### src/hdl/bbcp_pkg.sv
`default_nettype none
package bbcp_pkg;

    localparam int PROM_AW = 10;
    localparam int CFG_IW  = 2;

    localparam logic [7:0] LAST_ROW   = 8'd223;
    localparam logic [7:0] FULL_SCALE = 8'hff;
    localparam logic [2:0] LAST_PIX   = 3'd7;
    localparam logic [4:0] FLIP_ROWS  = 5'd4;

    typedef enum logic [CFG_IW-1:0] {
        CFG_FLIP_REQUEST     = 2'd0,
        CFG_COCKTAIL_CABINET = 2'd1,
        CFG_RED_SCREEN       = 2'd2
    } cfg_index_t;

    typedef enum logic {
        ACT_VRAM_WRITE = 1'b0,
        ACT_PROM_LOAD  = 1'b1
    } action_t;

    typedef struct packed {
        logic       valid;
        logic [7:0] row;
        logic [4:0] col;
        logic [7:0] bits;
    } bbcp_item_t;

endpackage
`default_nettype wire

### src/hdl/bbcp_serial.sv
`default_nettype none
module bbcp_serial (
    input  wire logic                   clk,
    input  wire logic                   rst_n,
    input  wire bbcp_pkg::bbcp_item_t   item,
    input  wire logic [3:0]             nibble,
    input  wire logic                   flip,
    input  wire logic                   red_screen,
    output logic                        take,
    output logic                        out_valid,
    input  wire logic                   out_ready,
    output logic [7:0]                  pixel_x,
    output logic [7:0]                  pixel_y,
    output logic [3:0]                  color_index,
    output logic [7:0]                  red,
    output logic [7:0]                  green,
    output logic [7:0]                  blue,
    output logic                        last_pixel
);

    logic       valid_reg;
    logic       valid_next;
    logic [2:0] cnt_reg;
    logic [2:0] cnt_next;
    logic [7:0] row_reg;
    logic [4:0] col_reg;
    logic [7:0] bits_reg;
    logic [3:0] nib_reg;
    logic       finish;
    logic       lit;
    logic [7:0] x;

    assign finish = valid_reg && out_ready && (cnt_reg == bbcp_pkg::LAST_PIX);
    assign take   = item.valid && (!valid_reg || finish);

    always_comb
    begin
        valid_next = valid_reg;
        cnt_next   = cnt_reg;
        if (valid_reg && out_ready)
        begin
            cnt_next = cnt_reg + 3'd1;
            if (finish)
            begin
                valid_next = 1'b0;
            end
        end
        if (take)
        begin
            valid_next = 1'b1;
            cnt_next   = '0;
        end
    end

    always_ff @(posedge clk or negedge rst_n)
    begin
        if (!rst_n)
        begin
            valid_reg <= 1'b0;
            cnt_reg   <= '0;
        end
        else
        begin
            valid_reg <= valid_next;
            cnt_reg   <= cnt_next;
        end
    end

    always_ff @(posedge clk)
    begin
        if (take)
        begin
            row_reg  <= item.row;
            col_reg  <= item.col;
            bits_reg <= item.bits;
            nib_reg  <= nibble;
        end
    end

    assign lit         = bits_reg[cnt_reg];
    assign x           = {col_reg, cnt_reg};
    assign out_valid   = valid_reg;
    assign pixel_x     = flip ? ~x : x;
    assign pixel_y     = flip ? 8'(bbcp_pkg::LAST_ROW - row_reg) : row_reg;
    assign color_index = lit ? nib_reg : 4'd0;
    assign red         = (red_screen || color_index[2]) ? bbcp_pkg::FULL_SCALE : 8'd0;
    assign green       = (!red_screen && color_index[1]) ? bbcp_pkg::FULL_SCALE : 8'd0;
    assign blue        = (!red_screen && color_index[0]) ? bbcp_pkg::FULL_SCALE : 8'd0;
    assign last_pixel  = (cnt_reg == bbcp_pkg::LAST_PIX);

    a_idle_count: assert property (@(posedge clk) disable iff (!rst_n)
        !valid_reg |-> cnt_reg == 3'd0)
        else $error("pixel counter running with no byte loaded");

    a_no_overwrite: assert property (@(posedge clk) disable iff (!rst_n)
        valid_reg && !finish |=> valid_reg && $stable(row_reg) && $stable(bits_reg))
        else $error("byte replaced before its eight pixels were sent");

endmodule
`default_nettype wire

### config.mk
export PLATFORM = sky130hd
export DESIGN_NAME = bbcp_serial
export DESIGN_NICKNAME = d
export VERILOG_FILES = /design/src/hdl/bbcp_pkg.sv /design/src/hdl/bbcp_serial.sv
export SDC_FILE = /design/constraint.sdc
export NUM_CORES = 1
export LEC_CHECK = 0
export ABC_AREA = 1
export BUFFER_PORTS_ARGS = -buffer_cell sky130_fd_sc_hd__clkbuf_2
export CORE_ASPECT_RATIO = 1.2
export CORE_MARGIN = 4
export CORE_UTILIZATION = 40
export DETAILED_ROUTE_END_ITERATION = 8
export HOLD_SLACK_MARGIN = 0.06
export PLACE_DENSITY = 0.76
export SYNTH_ARGS = -nofsm -noshare
export SYNTH_HDL_FRONTEND = slang
export SYNTH_SLANG_ARGS = --single-unit
### constraint.sdc
create_clock -name clk -period 1.86 [get_ports clk]
set_clock_uncertainty 0.05 [all_clocks]
set_input_delay 0.186 -clock clk [delete_from_list [all_inputs] [get_ports clk]]
set_output_delay 0.186 -clock clk [all_outputs]
set_load 0.01 [all_outputs]
==> results_dict.tcl <==
set metrics [dict create \
    status "finished clean" \
    worst_path_largest_cell_delay_ps 450 \
    nNetsFinal 256 \
    syn_inst 128 \
    regToRegStartpoint "cnt_reg[0]" \
    htreeDepth 2 \
    crit_chain "ha_2 -> ha_2 -> nand2_2 -> nand2_2 -> nand2_2 -> clkinvlp_4 -> buf_6" \
    setup_violations 0 \
    synth_nets 162 \
    power_uw 2170 \
    cts_buffers 5 \
    start_util 0.423 \
    final_common_cell "clkbuf_2" \
    grt_pass1_wl_um 4980 \
    multi_input_area_um2 378 \
    maxCapViolCount 0 \
    syn_to_final_growth_pct 49.9 \
    antenna_cells 0 \
    cp.arrival_ps 1580 \
    core_area_mm2 0.00340 \
    worst_slew_pin_slew_ps 446 \
    place_area_mm2 0.00172 \
    die_area_mm2 0.00462 \
    drive_gt1_frac 0.482 \
    antenna_found_initial 0 \
    endpoint_kind "output pin" \
    critPathKind "reg2out" \
    yosys_warnings 0 \
    utilization 0.634 \
    drc 0 \
    drt_iter0_drc 29 \
    hold_violations 0 \
    viasPerCell 4.37 \
    cts_sinks 29 \
    r2r-end "row_reg[2]" \
    min_period_ps 1820 \
    startpoint_type "register" \
    critPathLaunch "cnt_reg[0]" \
    leakage_uw 0.00107 \
    wl_per_cell_um 12.4 \
    clk_pin_slew_ps 60 \
    rows 23 \
    max_freq_ghz 0.550 \
    synth.distinct_cells 14 \
    synth_top_area_share 0.522 \
    regArea_um2 853 \
    clkLatencyLatePin_ps 270 \
    syn_avg_cell_area_um2 11.2 \
    synth_area_mm2 0.00144 \
    vias 1133 \
    synth_seq_cells 29 \
    grt_max_degree 17 \
    grt_pass1_vias 1082 \
    first_pass_iters 6 \
    totalWireLength_um 3220 \
    io_pins 78 \
    cts_buffer_depth 2 \
    slew_violations 0 \
    root_buffer "clkbuf_8" \
    cp_common_cell "nand2_2" \
    grt_overflow_total 0 \
    crit_path_end "take" \
    grt_setup_unrepaired "yes" \
    power_density_mw_per_mm2 1010 \
    worst-r2r-cell-count 8 \
    cts_tree "yes" \
    ant_nets 0 \
    grt_use_total 0.148 \
    place_hpwl_um 2140 \
    globalplace.congestion 0.715 \
    die_x_um 62.7 \
    fin_crit_sh 0.977 \
    slew-limit-headroom 0.702 \
    reg2reg_slack_ps 90 \
    ys_seq_area_frac 0.592 \
    synth_area_leader_cell "edfxtp_1" \
    synth_area_leaders "edfxtp_1 52%, buf_4 12%, xor2_1 8.5%" \
    hold_class "in2reg" \
    cp_data_required_time_ps 1620 \
    peakVddDrop_uv 500 \
    cp_max_fo 7 \
    cp_slowest_cell "dfrtp_2" \
    fin_area_mm2 0.00215 \
    port_buffers 77 \
    fillers 264 \
    mostFrequentLayoutCells "62 x clkbuf_2, 26 x dlygate4sd3_1, 25 x edfxtp_1" \
    die_h_um 73.7 \
]
-- report_power, final --
part / internal, µW / switching [µW] / leakage, µW / total (µW)
Sequential: 781 / 65.6 / 0.000269 / 846
Combinational: 388 / 485 / 0.000766 / 873
Clock: 251 / 205 / 0.0000387 / 455
-- synth_stat cells --
cell,count
xor2_1,14
nand2_1,22
edfxtp_1,25
buf_2,1
o21ai_0,4
ha_1,3
nand3_2,3
buf_4,23
inv_1,18
dfrtp_1,4
a21oi_1,1
inv_2,1
nor2_1,4
nand3_1,5
-- cells by family after synthesis --
| logic type | synth area share |
|---|---|
| buffers and inverters | 0.173 |
| AOI/OAI and AO/OA | 0.0174 |
| xor gates and xnor gates | 0.0853 |
| DFF | 0.592 |
| adders and majority gates | 0.0261 |
| and+or+nand+nor | 0.106 |
-- final cells by class --
class | count | area share
clock buffers | 6 | 0.0337
clock inverters | 1 | 0.00174
inverters | 19 | 0.0348
multi-input cells | 56 | 0.175
flip-flops and latches | 29 | 0.396
well taps | 37 | 0.0215
repair buffers | 111 | 0.337
-- worst max-delay path, delay by kind of cell, from the launching register on --
family,cells,cell delay (ps)
flops,1,450
simple gates,3,220
buf+inv,2,250
fa+ha+maj,2,370
-- per-layer routing --
metal	GRT usage	vias to the layer above	part of all wire
met5	0	-	0
met4	0.0833	0	0.020
met3	0.0688	8	0.12
met2	0.265	71	0.52
met1	0.139	484	0.33
li1	-	570	-
-- worst min-delay path by stage --
stage / start / endpoint / slack (ps) / cells after the start
4_1_cts: item[21] / out_valid / 100 / 3
2_1_floorplan: rst_n / cnt_reg[0] / -160 / 0
3_3_place_gp: rst_n / out_valid / -50 / 1
5_1_grt: item[21] / out_valid / 100 / 3
3_5_place_dp: rst_n / out_valid / -50 / 1
6_report: item[21] / out_valid / 100 / 3
-- stage by stage --
step,hold slack [ps],setup slack [ps],instances,TNS [ps]
3_3_place_gp,-49.4,166,221,0
3_5_place_dp,-51.7,79.1,221,0
2_1_floorplan,-160,21.8,128,0
6_report,98.9,42.5,259,0
4_1_cts,97.3,5.79,257,0
5_1_grt,99.0,-116,259,-2430
-- what timing repair did --
item	in CTS	in global routing
cloned	0	0
endpoints found under the hold margin	29	0
resized for setup	4	26
endpoints found under the setup margin	17	50
hold buffers	26	0
buffers inserted	3	2
pin swaps	0	3
Power figures use the tool's default switching activity.
